File: src/rtl/core/stream_fixed_pattern_replace_assert.svh
// Assertion macros shared by the pattern replace RTL.
// Depends on nothing; users provide clk_i and rst_ni in scope.
`ifndef STREAM_FIXED_PATTERN_REPLACE_ASSERT_SVH
`define STREAM_FIXED_PATTERN_REPLACE_ASSERT_SVH

`ifndef SYNTH
`define SFPR_ASSERT(name, prop) \
  name: assert property (@(posedge clk_i) disable iff (!rst_ni) (prop)) \
    else $error("sfpr: assertion failed");
`define SFPR_ASSERT_NEVER(name, cond) \
  name: assert property (@(posedge clk_i) disable iff (!rst_ni) !(cond)) \
    else $error("sfpr: forbidden condition seen");
`else
`define SFPR_ASSERT(name, prop)
`define SFPR_ASSERT_NEVER(name, cond)
`endif

`endif

File: src/rtl/core/sfpr_pkg.sv
// Shared types and constants for the fixed pattern replace block.
// Depends on nothing; used by every module of the block.
package sfpr_pkg;

  localparam int ByteW    = 8;
  localparam int PatLenW  = 4;
  localparam int PatW     = 64;
  localparam int CfgIdxW  = 2;

  localparam logic [CfgIdxW-1:0] CfgPatternLen = 2'd0;
  localparam logic [CfgIdxW-1:0] CfgOldPattern = 2'd1;
  localparam logic [CfgIdxW-1:0] CfgNewPattern = 2'd2;

  // Per-cell control for the window row.
  typedef struct packed {
    logic shift;
    logic load;
  } cell_ctrl_t;

  // One result of the rewritten stream.
  typedef struct packed {
    logic [ByteW-1:0] data;
    logic             last;
    logic             flag;
  } out_item_t;

endpackage

File: src/rtl/core/sfpr_cell.sv
// One byte cell of the sliding window row, with its pattern comparator.
// Depends on sfpr_pkg.
module sfpr_cell (
  input  logic                       clk_i,
  input  sfpr_pkg::cell_ctrl_t       ctrl_i,
  input  logic [sfpr_pkg::ByteW-1:0] new_byte_i,
  input  logic [sfpr_pkg::ByteW-1:0] next_byte_i,
  input  logic [sfpr_pkg::ByteW-1:0] pat_byte_i,
  output logic [sfpr_pkg::ByteW-1:0] byte_o,
  output logic                       match_o
);
  import sfpr_pkg::*;

  logic [ByteW-1:0] byte_q, byte_d;

  // A load beats a shift, so a pop and an append can share one cycle.
  always_comb begin
    if (ctrl_i.load) begin
      byte_d = new_byte_i;
    end else if (ctrl_i.shift) begin
      byte_d = next_byte_i;
    end else begin
      byte_d = byte_q;
    end
  end

  always_ff @(posedge clk_i) begin
    byte_q <= byte_d;
  end

  assign byte_o  = byte_q;
  assign match_o = (byte_d == pat_byte_i);

endmodule

File: src/rtl/core/sfpr_out_buf.sv
// Two-entry result buffer that decouples the window from the receiver.
// Depends on sfpr_pkg.
module sfpr_out_buf (
  input  logic                  clk_i,
  input  logic                  rst_ni,
  input  logic                  push_i,
  input  sfpr_pkg::out_item_t   item_i,
  output logic                  space_o,
  output logic                  out_valid_o,
  input  logic                  out_ready_i,
  output sfpr_pkg::out_item_t   item_o
);
  import sfpr_pkg::*;

  out_item_t  ent_q [2];
  logic       wr_ptr_q, wr_ptr_d;
  logic       rd_ptr_q, rd_ptr_d;
  logic [1:0] count_q, count_d;
  logic       pop;

  assign pop         = out_valid_o && out_ready_i;
  assign space_o     = (count_q != 2'd2);
  assign out_valid_o = (count_q != 2'd0);
  assign item_o      = ent_q[rd_ptr_q];

  always_comb begin
    wr_ptr_d = push_i ? ~wr_ptr_q : wr_ptr_q;
    rd_ptr_d = pop ? ~rd_ptr_q : rd_ptr_q;
    count_d  = count_q + 2'(push_i) - 2'(pop);
  end

  always_ff @(posedge clk_i or negedge rst_ni) begin
    if (!rst_ni) begin
      wr_ptr_q <= 1'b0;
      rd_ptr_q <= 1'b0;
      count_q  <= 2'd0;
    end else begin
      wr_ptr_q <= wr_ptr_d;
      rd_ptr_q <= rd_ptr_d;
      count_q  <= count_d;
    end
  end

  always_ff @(posedge clk_i) begin
    if (push_i) begin
      ent_q[wr_ptr_q] <= item_i;
    end
  end

endmodule

File: src/rtl/core/stream_fixed_pattern_replace.sv
// Fixed-length pattern substitution on a byte stream: sequencer, window row and
// result buffer. Depends on sfpr_pkg, sfpr_cell, sfpr_out_buf and the assert header.
//
// Usage: bytes arrive on the in_* channel, each with in_last marking the end of a
// stream. A window of pattern_len bytes slides over the stream; once full, each new
// byte pushes the oldest one out as a result. A full window equal to old_pattern is
// replaced by new_pattern and emptied, and the last byte flushes whatever remains.
// The final result of a stream has out_last set and replaced_flag telling whether
// any replacement took place. Registers are written on the cfg_* channel, which is
// always ready; the user must write them only while the block is idle, which the
// block itself does not enforce. Throughput: one byte per cycle in the steady state,
// while the receiver keeps up, since every step of the window row produces at most
// one result and the row is the only shared resource. A match holds the input while
// the replacement is emitted, and the last byte of a stream holds it while the rest
// is flushed. A byte pushed out of the window enters the result buffer with the
// transaction that caused it and is visible from the next cycle. A stalled receiver
// fills the two-entry result buffer, after which the input channel stops accepting.
// Reset empties the window and the buffer and restores pattern_len to one and both
// patterns to zero.
`include "stream_fixed_pattern_replace_assert.svh"

module stream_fixed_pattern_replace #(
  parameter int MAX_PATTERN = 8
) (
  input  logic                         clk_i,
  input  logic                         rst_ni,
  input  logic                         in_valid_i,
  output logic                         in_ready_o,
  input  logic [sfpr_pkg::ByteW-1:0]   in_byte_i,
  input  logic                         in_last_i,
  output logic                         out_valid_o,
  input  logic                         out_ready_i,
  output logic [sfpr_pkg::ByteW-1:0]   out_byte_o,
  output logic                         out_last_o,
  output logic                         replaced_flag_o,
  input  logic                         cfg_valid_i,
  output logic                         cfg_ready_o,
  input  logic [sfpr_pkg::CfgIdxW-1:0] cfg_index_i,
  input  logic [sfpr_pkg::PatW-1:0]    cfg_data_i
);
  import sfpr_pkg::*;

  localparam int CntW = $clog2(MAX_PATTERN + 1);
  localparam int IdxW = (MAX_PATTERN > 1) ? $clog2(MAX_PATTERN) : 1;

  typedef enum logic [3:0] {
    ST_RUN    = 4'b0001,
    ST_SHRINK = 4'b0010,
    ST_REPL   = 4'b0100,
    ST_FLUSH  = 4'b1000
  } state_e;

  state_e            state_q, state_d;
  logic [CntW-1:0]   fill_q, fill_d;
  logic [IdxW-1:0]   cnt_q, cnt_d;
  logic              repl_last_q, repl_last_d;
  logic              replaced_any_q, replaced_any_d;
  logic [PatLenW-1:0] pattern_len_q;
  logic [PatW-1:0]   old_pattern_q;
  logic [PatW-1:0]   new_pattern_q;
  logic [ByteW-1:0]  hold_byte_q;
  logic              hold_last_q;

  logic [CntW-1:0]   eff_len;
  logic [IdxW-1:0]   last_idx;
  logic              buf_space;
  logic              accept, over_full;
  logic              shrink_pop_run, step_run, shrink_busy, shrink_pop, step_hold;
  logic              flush_pop, repl_emit, step, step_pop, step_match, step_last;
  logic              pop, emit;
  logic [ByteW-1:0]  step_byte;
  logic [CntW-1:0]   new_fill, load_idx;
  logic [MAX_PATTERN-1:0] cell_match, len_mask;
  logic [ByteW-1:0]  cell_byte [MAX_PATTERN];
  cell_ctrl_t        cell_ctrl [MAX_PATTERN];
  out_item_t         emit_item, out_item;

  // Out-of-range lengths are clamped: zero acts as one.
  always_comb begin
    if (pattern_len_q == '0) begin
      eff_len = CntW'(1);
    end else if (int'(pattern_len_q) > MAX_PATTERN) begin
      eff_len = CntW'(MAX_PATTERN);
    end else begin
      eff_len = CntW'(pattern_len_q);
    end
  end
  assign last_idx = IdxW'(eff_len - CntW'(1));

  // Transaction scheduling. A window longer than the length (after it was shrunk) is
  // drained one byte a cycle while the buffer has space, before the held byte steps.
  assign in_ready_o     = (state_q == ST_RUN) && buf_space;
  assign accept         = in_valid_i && in_ready_o;
  assign over_full      = (fill_q > eff_len);
  assign shrink_pop_run = accept && over_full;
  assign step_run       = accept && !over_full;
  assign shrink_busy    = (state_q == ST_SHRINK) && buf_space;
  assign shrink_pop     = shrink_busy && over_full;
  assign step_hold      = shrink_busy && !over_full;
  assign flush_pop      = (state_q == ST_FLUSH) && buf_space;
  assign repl_emit      = (state_q == ST_REPL) && buf_space;

  assign step      = step_run || step_hold;
  assign step_byte = step_hold ? hold_byte_q : in_byte_i;
  assign step_last = step_hold ? hold_last_q : in_last_i;
  assign step_pop  = (fill_q == eff_len);
  assign new_fill  = step_pop ? fill_q : fill_q + CntW'(1);
  assign load_idx  = step_pop ? fill_q - CntW'(1) : fill_q;

  assign pop  = shrink_pop_run || shrink_pop || flush_pop || (step && step_pop);
  assign emit = pop || repl_emit;

  for (genvar k = 0; k < MAX_PATTERN; k++) begin : g_cell
    logic [ByteW-1:0] next_byte;
    if (k == MAX_PATTERN - 1) begin : g_tail
      assign next_byte = '0;
    end else begin : g_link
      assign next_byte = cell_byte[k+1];
    end

    assign cell_ctrl[k].shift = pop;
    assign cell_ctrl[k].load  = step && (load_idx == CntW'(k));
    assign len_mask[k]        = (CntW'(k) < eff_len);

    sfpr_cell u_cell (
      .clk_i       (clk_i),
      .ctrl_i      (cell_ctrl[k]),
      .new_byte_i  (step_byte),
      .next_byte_i (next_byte),
      .pat_byte_i  (old_pattern_q[k*ByteW +: ByteW]),
      .byte_o      (cell_byte[k]),
      .match_o     (cell_match[k])
    );
  end

  assign step_match = (new_fill == eff_len) && (&(cell_match | ~len_mask));

  always_comb begin
    emit_item.data = repl_emit ? new_pattern_q[cnt_q*ByteW +: ByteW] : cell_byte[0];
    emit_item.last = (flush_pop && (fill_q == CntW'(1))) ||
                     (repl_emit && (cnt_q == last_idx) && repl_last_q);
    emit_item.flag = emit_item.last && replaced_any_q;
  end

  always_comb begin
    state_d        = state_q;
    fill_d         = fill_q;
    cnt_d          = cnt_q;
    repl_last_d    = repl_last_q;
    replaced_any_d = replaced_any_q;
    unique case (state_q)
      ST_RUN: begin
        if (shrink_pop_run) begin
          fill_d  = fill_q - CntW'(1);
          state_d = ST_SHRINK;
        end
      end
      ST_SHRINK: begin
        if (shrink_pop) begin
          fill_d = fill_q - CntW'(1);
        end
      end
      ST_REPL: begin
        if (repl_emit) begin
          if (cnt_q == last_idx) begin
            cnt_d   = '0;
            state_d = ST_RUN;
            if (repl_last_q) begin
              replaced_any_d = 1'b0;
            end
          end else begin
            cnt_d = cnt_q + IdxW'(1);
          end
        end
      end
      ST_FLUSH: begin
        if (flush_pop) begin
          fill_d = fill_q - CntW'(1);
          if (fill_q == CntW'(1)) begin
            replaced_any_d = 1'b0;
            state_d        = ST_RUN;
          end
        end
      end
      default: begin
        state_d = ST_RUN;
      end
    endcase

    if (step) begin
      if (step_match) begin
        replaced_any_d = 1'b1;
        fill_d         = '0;
        cnt_d          = '0;
        repl_last_d    = step_last;
        state_d        = ST_REPL;
      end else begin
        fill_d  = new_fill;
        state_d = step_last ? ST_FLUSH : ST_RUN;
      end
    end
  end

  always_ff @(posedge clk_i or negedge rst_ni) begin
    if (!rst_ni) begin
      state_q        <= ST_RUN;
      fill_q         <= '0;
      cnt_q          <= '0;
      repl_last_q    <= 1'b0;
      replaced_any_q <= 1'b0;
      pattern_len_q  <= PatLenW'(1);
      old_pattern_q  <= '0;
      new_pattern_q  <= '0;
    end else begin
      state_q        <= state_d;
      fill_q         <= fill_d;
      cnt_q          <= cnt_d;
      repl_last_q    <= repl_last_d;
      replaced_any_q <= replaced_any_d;
      if (cfg_valid_i) begin
        unique case (cfg_index_i)
          CfgPatternLen: pattern_len_q <= cfg_data_i[PatLenW-1:0];
          CfgOldPattern: old_pattern_q <= cfg_data_i;
          CfgNewPattern: new_pattern_q <= cfg_data_i;
          default: ;
        endcase
      end
    end
  end

  always_ff @(posedge clk_i) begin
    if (shrink_pop_run) begin
      hold_byte_q <= in_byte_i;
      hold_last_q <= in_last_i;
    end
  end

  assign cfg_ready_o = 1'b1;

  sfpr_out_buf u_out_buf (
    .clk_i       (clk_i),
    .rst_ni      (rst_ni),
    .push_i      (emit),
    .item_i      (emit_item),
    .space_o     (buf_space),
    .out_valid_o (out_valid_o),
    .out_ready_i (out_ready_i),
    .item_o      (out_item)
  );

  assign out_byte_o      = out_item.data;
  assign out_last_o      = out_item.last;
  assign replaced_flag_o = out_item.flag;

  `SFPR_ASSERT_NEVER(fill_bound_a, fill_q > CntW'(MAX_PATTERN))
  `SFPR_ASSERT_NEVER(flush_nonempty_a, (state_q == ST_FLUSH) && (fill_q == '0))
  `SFPR_ASSERT_NEVER(repl_empty_window_a, (state_q == ST_REPL) && (fill_q != '0))
  `SFPR_ASSERT_NEVER(push_when_full_a, emit && !buf_space)
  `SFPR_ASSERT(final_clears_flag_a, (emit && emit_item.last) |=> !replaced_any_q)

endmodule

File: config.mk
export PLATFORM = sky130hd
export DESIGN_NAME = stream_fixed_pattern_replace
export DESIGN_NICKNAME = d
export VERILOG_FILES = /design/src/rtl/core/sfpr_pkg.sv /design/src/rtl/core/sfpr_cell.sv /design/src/rtl/core/sfpr_out_buf.sv /design/src/rtl/core/stream_fixed_pattern_replace.sv
export VERILOG_INCLUDE_DIRS = /design/src /design/src/rtl/core
export SDC_FILE = /design/constraint.sdc
export NUM_CORES = 1
export LEC_CHECK = 0
export BUFFER_PORTS_ARGS = -buffer_cell sky130_fd_sc_hd__buf_4
export CORE_MARGIN = 2
export CORE_UTILIZATION = 61
export CTS_CLUSTER_DIAMETER = 200
export DETAILED_ROUTE_END_ITERATION = 10
export PLACE_DENSITY = 0.82
export SLEW_MARGIN = 20
export SYNTH_ARGS = -nofsm -noshare
export SYNTH_HDL_FRONTEND = slang
export SYNTH_SLANG_ARGS = --single-unit
File: constraint.sdc
create_clock -name clk_i -period 5.1 [get_ports clk_i]
set_input_delay 1.02 -clock clk_i [delete_from_list [all_inputs] [get_ports clk_i]]
set_output_delay 1.02 -clock clk_i [all_outputs]
set_load 0.02 [all_outputs]
* Word level (Yosys, flattened, before mapping) *
Memory sizes are Yosys's and may differ from the RTL's.
Index checks and enable logic that the tools add are counted.

operators by class
  add/sub/neg operators = 6
  $mul = 0
  divide/modulo/power cells = 0
  $lt $le $gt $ge = 10
  equal/unequal tests = 33
  shifts and indexed selects = 1
  mux-type cells = 53
  bitwise operators = 4
  reduce and logical (&&, ||, !) cells = 43

operators by type and width
  kind                number
  $mux 8              18
  $mux 4              17
  $eq 8x8->1          8
  $shiftx 64x7->8     1
  $logic_and 1x1->1   24
  $eq 4x3->1 const B  5
  $lt 3x4->1 const A  4
  $pmux 4 s4          1
  $mux 3              5
  $eq 4x1->1 const B  3
  $eq 4x2->1 const B  3
  $ne 3x3->1 const B  4
  $pmux 4 s3          1
  $mux 1              10
  $eq 4x4->1          2
  $logic_not 4->1     2
  $lt 1x4->1 const A  2
  $lt 2x4->1 const A  2
  $not 8->8           1
  $or 8x8->8          1
  $reduce_and 2->1    4
  $reduce_and 8->1    1
  $logic_or 1x1->1    6
  $ne 3x2->1 const B  2
  21 further kinds    23

storage, ports and cells
  register bits after elaboration = 222
  latch bits = 0
  RAM bits = 20
  bits in read-only memories = 0
  output and inout port bits = 13
  word-level logic and storage cells = 172
  memories kept = 1

memory list
  memory           depth  bits a word  rd ports  clocked after Yosys merged registers in  wr ports  RTL line            text
  u_out_buf.ent_q  2      10           1         0                                        1         sfpr_out_buf.sv:15  out_item_t ent_q [2];

* Logic depth before layout (Yosys ltp) *
  word-level depth = 17
  mapped depth = 20
  depth with buffers taken out = 16

* Cells and area by module *
Synthesis repeated with hierarchy kept, for this count alone.

second synthesis, totals
  cells, all modules = 1149
  area total of the unflattened synthesis = 13013.7 um^2

by module, submodules not included
  module                        instances  cells an instance  area each (um^2)  sequential area each (um^2)
  stream_fixed_pattern_replace  1          573                7433.4            3901.2
  sfpr_cell                     8          66                 578.1             160.2
  sfpr_out_buf                  1          48                 955.9             700.7

* Worst setup path after synthesis *
Ideal clock, no wire load.

  path type = register to register
  start = register pattern_len_q[3]
  end = register repl_last_q
  library setup time = 128 ps
  arrival = 4331 ps
  slack = 641 ps
  stages on the path, launching flop included = 20
  period minus slack after synthesis = 4459 ps
  cells stage by stage = dfrtp_1 -> clkbuf_1 -> nor2b_1 -> inv_1 -> ha_1 -> and4_1 -> buf_2 -> a21boi_1 -> o31ai_1 -> and4_1 -> buf_6 -> mux2_2 -> xor2_1 -> nor4_2 -> nand4_1 -> a211o_1 -> or4_4 -> buf_6 -> o21ai_2 -> o31ai_2

on the way
  longest elaborated chain between the ends = 16

RTL lines
  what                                  RTL line                                                                text
  start, declared                       stream_fixed_pattern_replace.sv:58                                      logic [PatLenW-1:0] pattern_len_q;
  start signal, assigned                stream_fixed_pattern_replace.sv:211                                     pattern_len_q <= PatLenW'(1);
  start signal, assigned                stream_fixed_pattern_replace.sv:222                                     CfgPatternLen: pattern_len_q <= cfg_data_i[PatLenW-1:0];
  $gt 4x4->1                            stream_fixed_pattern_replace.sv:82                                      end else if (int'(pattern_len_q) > MAX_PATTERN) begin
  $mux 4                                stream_fixed_pattern_replace.sv:82
  $mux 4 *                              stream_fixed_pattern_replace.sv:80                                      if (pattern_len_q == '0) begin
  $gt 4x4->1                            stream_fixed_pattern_replace.sv:94                                      assign over_full = (fill_q > eff_len);
  $logic_not 1->1                       stream_fixed_pattern_replace.sv:96, stream_fixed_pattern_replace.sv:99
  $logic_and 1x1->1 (on tied branches)  stream_fixed_pattern_replace.sv:96, stream_fixed_pattern_replace.sv:99
  $logic_or 1x1->1                      stream_fixed_pattern_replace.sv:103                                     assign step = step_run || step_hold;
  $logic_and 1x1->1                     stream_fixed_pattern_replace.sv:110                                     assign pop = shrink_pop_run || shrink_pop || flush_pop || (step && step_pop);
  $logic_or 1x1->1                      stream_fixed_pattern_replace.sv:110
  $mux 8                                sfpr_cell.sv:20                                                         end else if (ctrl_i.shift) begin
  $mux 8 *                              sfpr_cell.sv:18                                                         if (ctrl_i.load) begin
  net g_cell[3].u_cell.byte_d[6]        sfpr_cell.sv:14                                                         logic [ByteW-1:0] byte_q, byte_d;
  $eq 8x8->1 *                          sfpr_cell.sv:32                                                         assign match_o = (byte_d == pat_byte_i);
  $or 8x8->8 *                          stream_fixed_pattern_replace.sv:136                                     assign step_match = (new_fill == eff_len) && (&(cell_match | ~len_mask));
  $reduce_and 8->1 *                    stream_fixed_pattern_replace.sv:136
  $logic_and 1x1->1 *                   stream_fixed_pattern_replace.sv:136
  $reduce_and 2->1 (no source line) *   -
  end signal, assigned                  stream_fixed_pattern_replace.sv:218                                     repl_last_q <= repl_last_d;
  end, declared                         stream_fixed_pattern_replace.sv:56                                      logic repl_last_q, repl_last_d;

The timed path passes the listed nets; every way through them passes the cells marked *.
A chain may end at the register's enable or synchronous reset.

* Worst setup path after layout *
  start = register pattern_len_q[3]
  end = register cnt_q[1]

on the way
  longest elaborated chain between the ends = 17

RTL lines
  what                                  RTL line                                                                text
  $gt 4x4->1                            stream_fixed_pattern_replace.sv:82
  $mux 4                                stream_fixed_pattern_replace.sv:82
  $mux 4 *                              stream_fixed_pattern_replace.sv:80
  $gt 4x4->1                            stream_fixed_pattern_replace.sv:94
  $logic_not 1->1                       stream_fixed_pattern_replace.sv:96, stream_fixed_pattern_replace.sv:99
  $logic_and 1x1->1 (on tied branches)  stream_fixed_pattern_replace.sv:96, stream_fixed_pattern_replace.sv:99
  $logic_or 1x1->1                      stream_fixed_pattern_replace.sv:103
  $logic_and 1x1->1                     stream_fixed_pattern_replace.sv:110
  [... 2 more ...]                      -
  $mux 8                                sfpr_cell.sv:18
  $eq 8x8->1                            sfpr_cell.sv:32
  $or 8x8->8                            stream_fixed_pattern_replace.sv:136
  $reduce_and 8->1                      stream_fixed_pattern_replace.sv:136
  $logic_and 1x1->1                     stream_fixed_pattern_replace.sv:136
  $mux 3                                stream_fixed_pattern_replace.sv:191                                     if (step_match) begin
  $mux 3 *                              stream_fixed_pattern_replace.sv:190                                     if (step) begin
  net cnt_d[1]                          stream_fixed_pattern_replace.sv:55                                      logic [IdxW-1:0] cnt_q, cnt_d;
  end signal, assigned                  stream_fixed_pattern_replace.sv:217                                     cnt_q <= cnt_d;
  end, declared                         stream_fixed_pattern_replace.sv:55

Marks and branches as above.

==> impl_metrics.csv <==
group,metric,value,unit
run_status,status,"completed",
final_layout,final_nets,1297,
placed_design,dp_hpwl,24700,um
route,vias,9949,
timing,whs,0.500,ns
final_layout,drive_above_1_share,31.7,%
synthesis,async_reset_ff_share,61.6,%
synthesis,synth-edff-count,29,
timing,slew_headroom,16.6,%
clock_tree,numClockSinks,242,
synthesis,synth_ff_type,"dfrtp_1",
route,route.detailed.drc,0,
global_routing,grt_max_degree,150,
global_routing,grt_pass1_vias,9848,
synthesis,synth_cell_types,76,
setup_path,crit_arrival,5.28,ns
synthesis,yosys.area.top_type,"dfrtp_1",
synthesis,synth-seq-cells,242,
synthesis,postSynthAreaPerCell,11.4,um^2
timing,max_freq,205,MHz
synthesis,synthCells,1123,
synthesis,post-synth-top-area-fraction,28.8,%
clock_tree,root_buffer,"clkbuf_16",
setup_path,end_kind,"register",
clock_tree,htree_levels,1,
floorplanning,core,20400,um^2
floorplanning,io_pins,93,
placed_design,portBuffers,91,
clock_tree,postCtsHoldBufs,0,
pwr,power_density,531,nW/um^2
flow_run,maxCapViolations,0,
route,wl,36100,um
global_routing,grt_pass1_wl,55500,um
hold_path,min_path_type,"register to register",
clock_tree,cts.clk_slew.worst_paths,0.07,ns
global_routing,antenna_found_initial,0,
synthesis,synthTopCellsByArea,"dfrtp_1 (29%), mux2_2 (14%), dfxtp_1 (10%)",
setup_path,crit_path_start_kind,"register",
final_layout,area_delta_synth_final,15.8,%
floorplanning,die_h,149,um
pwr,ir_drop,0.307,mV
setup_path,cp_max_fo,20,
setup_path,critPathBufInv,4,
global_routing,grt_overflow,0,
setup_path,crit_required,5.51,ns
clock_tree,cts.path.max_buffers,3,
timing,maxSlewViolCount,0,
synthesis,ys_seq_area_share,46.1,%
setup_path,critPathMaxStageDelay,0.67,ns
timing,setup_viol,0,
synthesis,synthMostInstantiatedCell,"mux2_2",
floorplanning,dieArea,22100,um^2
timing,fin_tns_setup,0,ns
route,vias_per_cell,6.66,
final_layout,diodes,0,
route,wl_per_cell,24.2,um
timing,worst_pin_slew,1.25,ns
setup_path,worstPathCellList,"inv_1, nand2_1, ha_1, nand4_1, buf_4, nor4_1, o31ai_4, nor4_4, buf_12, buf_4, a211oi_1, o21ai_0, nand4_1, nor4_1, o22ai_1, or4_4, nor2_1, nor2_1",
pwr,power,0.00784,W
floorplanning,die_w,149,um
synthesis,syn_area,12800,um^2
clock_tree,clkLatencyLatePin,0.53,ns
setup_path,critPathTopFamily,"simple AND/OR/NAND/NOR gates",
setup_path,critPathSlowestCell,"or4_4",
final_layout,num-fill-cells,1353,
synthesis,yosys_warnings,0,
route,ant_nets,0,
global_routing,grtUsageTotal,32.7,%
timing,skew,0.0157,ns
route,drt_iter0_markers,1179,
placed_design,post_dp_cell_area,13700,um^2
final_layout,final_area,14800,um^2
pwr,leakage,6.42,nW
clock_tree,cts_buffers,25,
synthesis,syn-num-nets,1215,
clock_tree,cts_tree,"yes",
timing,period_share,95.6,%
floorplanning,start_util,62.7,%
timing,hold_viol,0,
route,first_pass_iters,6,
synthesis,synthTopCellsByCount,"mux2_2 (154), dfrtp_1 (147), nand2_1 (66), dfxtp_1 (64), and3_1 (57)",
timing,layout_min_cycle_time,4.87,ns
floorplanning,num_rows,52,
placed_design,gp_congestion,0.962,
final_layout,fin_cells,1493,
placed_design,dp.cells,1437,
setup_path,worstSetupPathType,"register to register",
[sequential cells by signal, summed over array words and instances, names as in the netlist, 2 cells and up]
signal,flops
u_out_buf.count_q,2
hold_byte_q,8
old_pattern_q,64
state_q,4
u_out_buf.ent_q,20
new_pattern_q,64
fill_q,4
pattern_len_q,4
cnt_q,3
g_cell.u_cell.byte_o,64
[tightest hold or removal path, delay by kind of cell, from the launching register on]
| kind | cells | cell delay (ns) |
|---|---|---|
| AND/OR/NAND/NOR | 2 | 0.14 |
| flip-flops | 1 | 0.32 |
[placed cells by master, fill, tap and decap left out, types with 4 or more instances in the layout]
cell	instances
and2_1	21
clkbuf_16	28
xor2_1	31
o211ai_1	9
inv_1	12
a311o_1	8
bufinv_16	4
nor2b_1	7
mux2i_1	34
nand4_1	25
clkbuf_1	5
or3_1	26
ha_1	12
nor4_2	5
dfxtp_1	64
dfrtp_1	146
a311oi_1	16
and3_1	57
edfxtp_1	29
a21oi_1	32
a211o_1	9
nor3_1	10
buf_12	7
nand3_1	11
o21ai_0	45
mux2i_4	6
buf_4	127
nand2_1	66
nor4_1	8
mux2_2	154
nor4b_1	27
xnor2_1	10
mux2_4	4
clkbuf_8	5
a31oi_1	5
mux4_2	16
nor2_1	44
a211oi_1	34
[repair_timing]
item	in CTS	in global routing
pin swaps	1	4
setup endpoints to repair	3	12
gates resized for setup	0	6
setup buffers	0	11
[per-layer routing]
layer | global-route usage [%] | vias to the layer above | share of wire [%]
li1 | - | 4382 | -
met1 | 44.7 | 4916 | 41
met2 | 52.6 | 565 | 47
met3 | 5.77 | 86 | 9.1
met4 | 12.4 | 0 | 3.5
met5 | 0 | - | 0
[cell type report]
type	instances	area, um^2	area share (%)
multi-input cells	789	6470	43.8
flip-flops and latches	242	5880	39.8
repair buffers	135	1100	7.48
clock buffers	38	788	5.34
well taps	270	338	2.29
clock inverters	7	141	0.957
inverters	12	45.0	0.305
[stage by stage]
| stage | setup slack [ns] | util (%) |
|---|---|---|
| 2_1_floorplan | 0.641 | - |
| 3_3_place_gp | 0.281 | 67.2 |
| 3_5_place_dp | 0.0331 | 67.2 |
| 4_1_cts | 0.0329 | 71.8 |
| 5_1_grt | -0.00345 | 72.5 |
| 6_report | 0.226 | 72.5 |
[kinds of logic after synthesis]
group           synth area share, %
compound gates                 9.93
mux                            20.7
other cells                  0.0294
fa+ha+maj                      1.18
buf+inv                        3.39
simple gates                   15.6
xor+xnor                       3.00
flops                          46.1
[report_power, final]
group	internal [W]	total [W]	leakage [nW]	switching, W
Combinational	0.00122	0.00294	3.41	0.00172
Sequential	0.00247	0.00286	2.55	0.000384
Clock	0.00127	0.00204	0.452	0.000775
Total	0.00496	0.00784	6.42	0.00288
[final timing paths]
kind / slack [ns] / to / start / cells after the start
min reg2reg: 0.50 / g_cell[7].u_cell.byte_o[1] / g_cell[7].u_cell.byte_o[1] / 2
max in group asynchronous: 3.76 / cnt_q[0] / rst_ni / 2
max: 0.23 / cnt_q[1] / pattern_len_q[3] / 18
max reg2reg: 0.23 / cnt_q[1] / pattern_len_q[3] / 18
min: 0.50 / g_cell[7].u_cell.byte_o[1] / g_cell[7].u_cell.byte_o[1] / 2
min in group asynchronous: 0.57 / old_pattern_q[35] / rst_ni / 2
No activity file was read; power rests on OpenSTA's default activity.
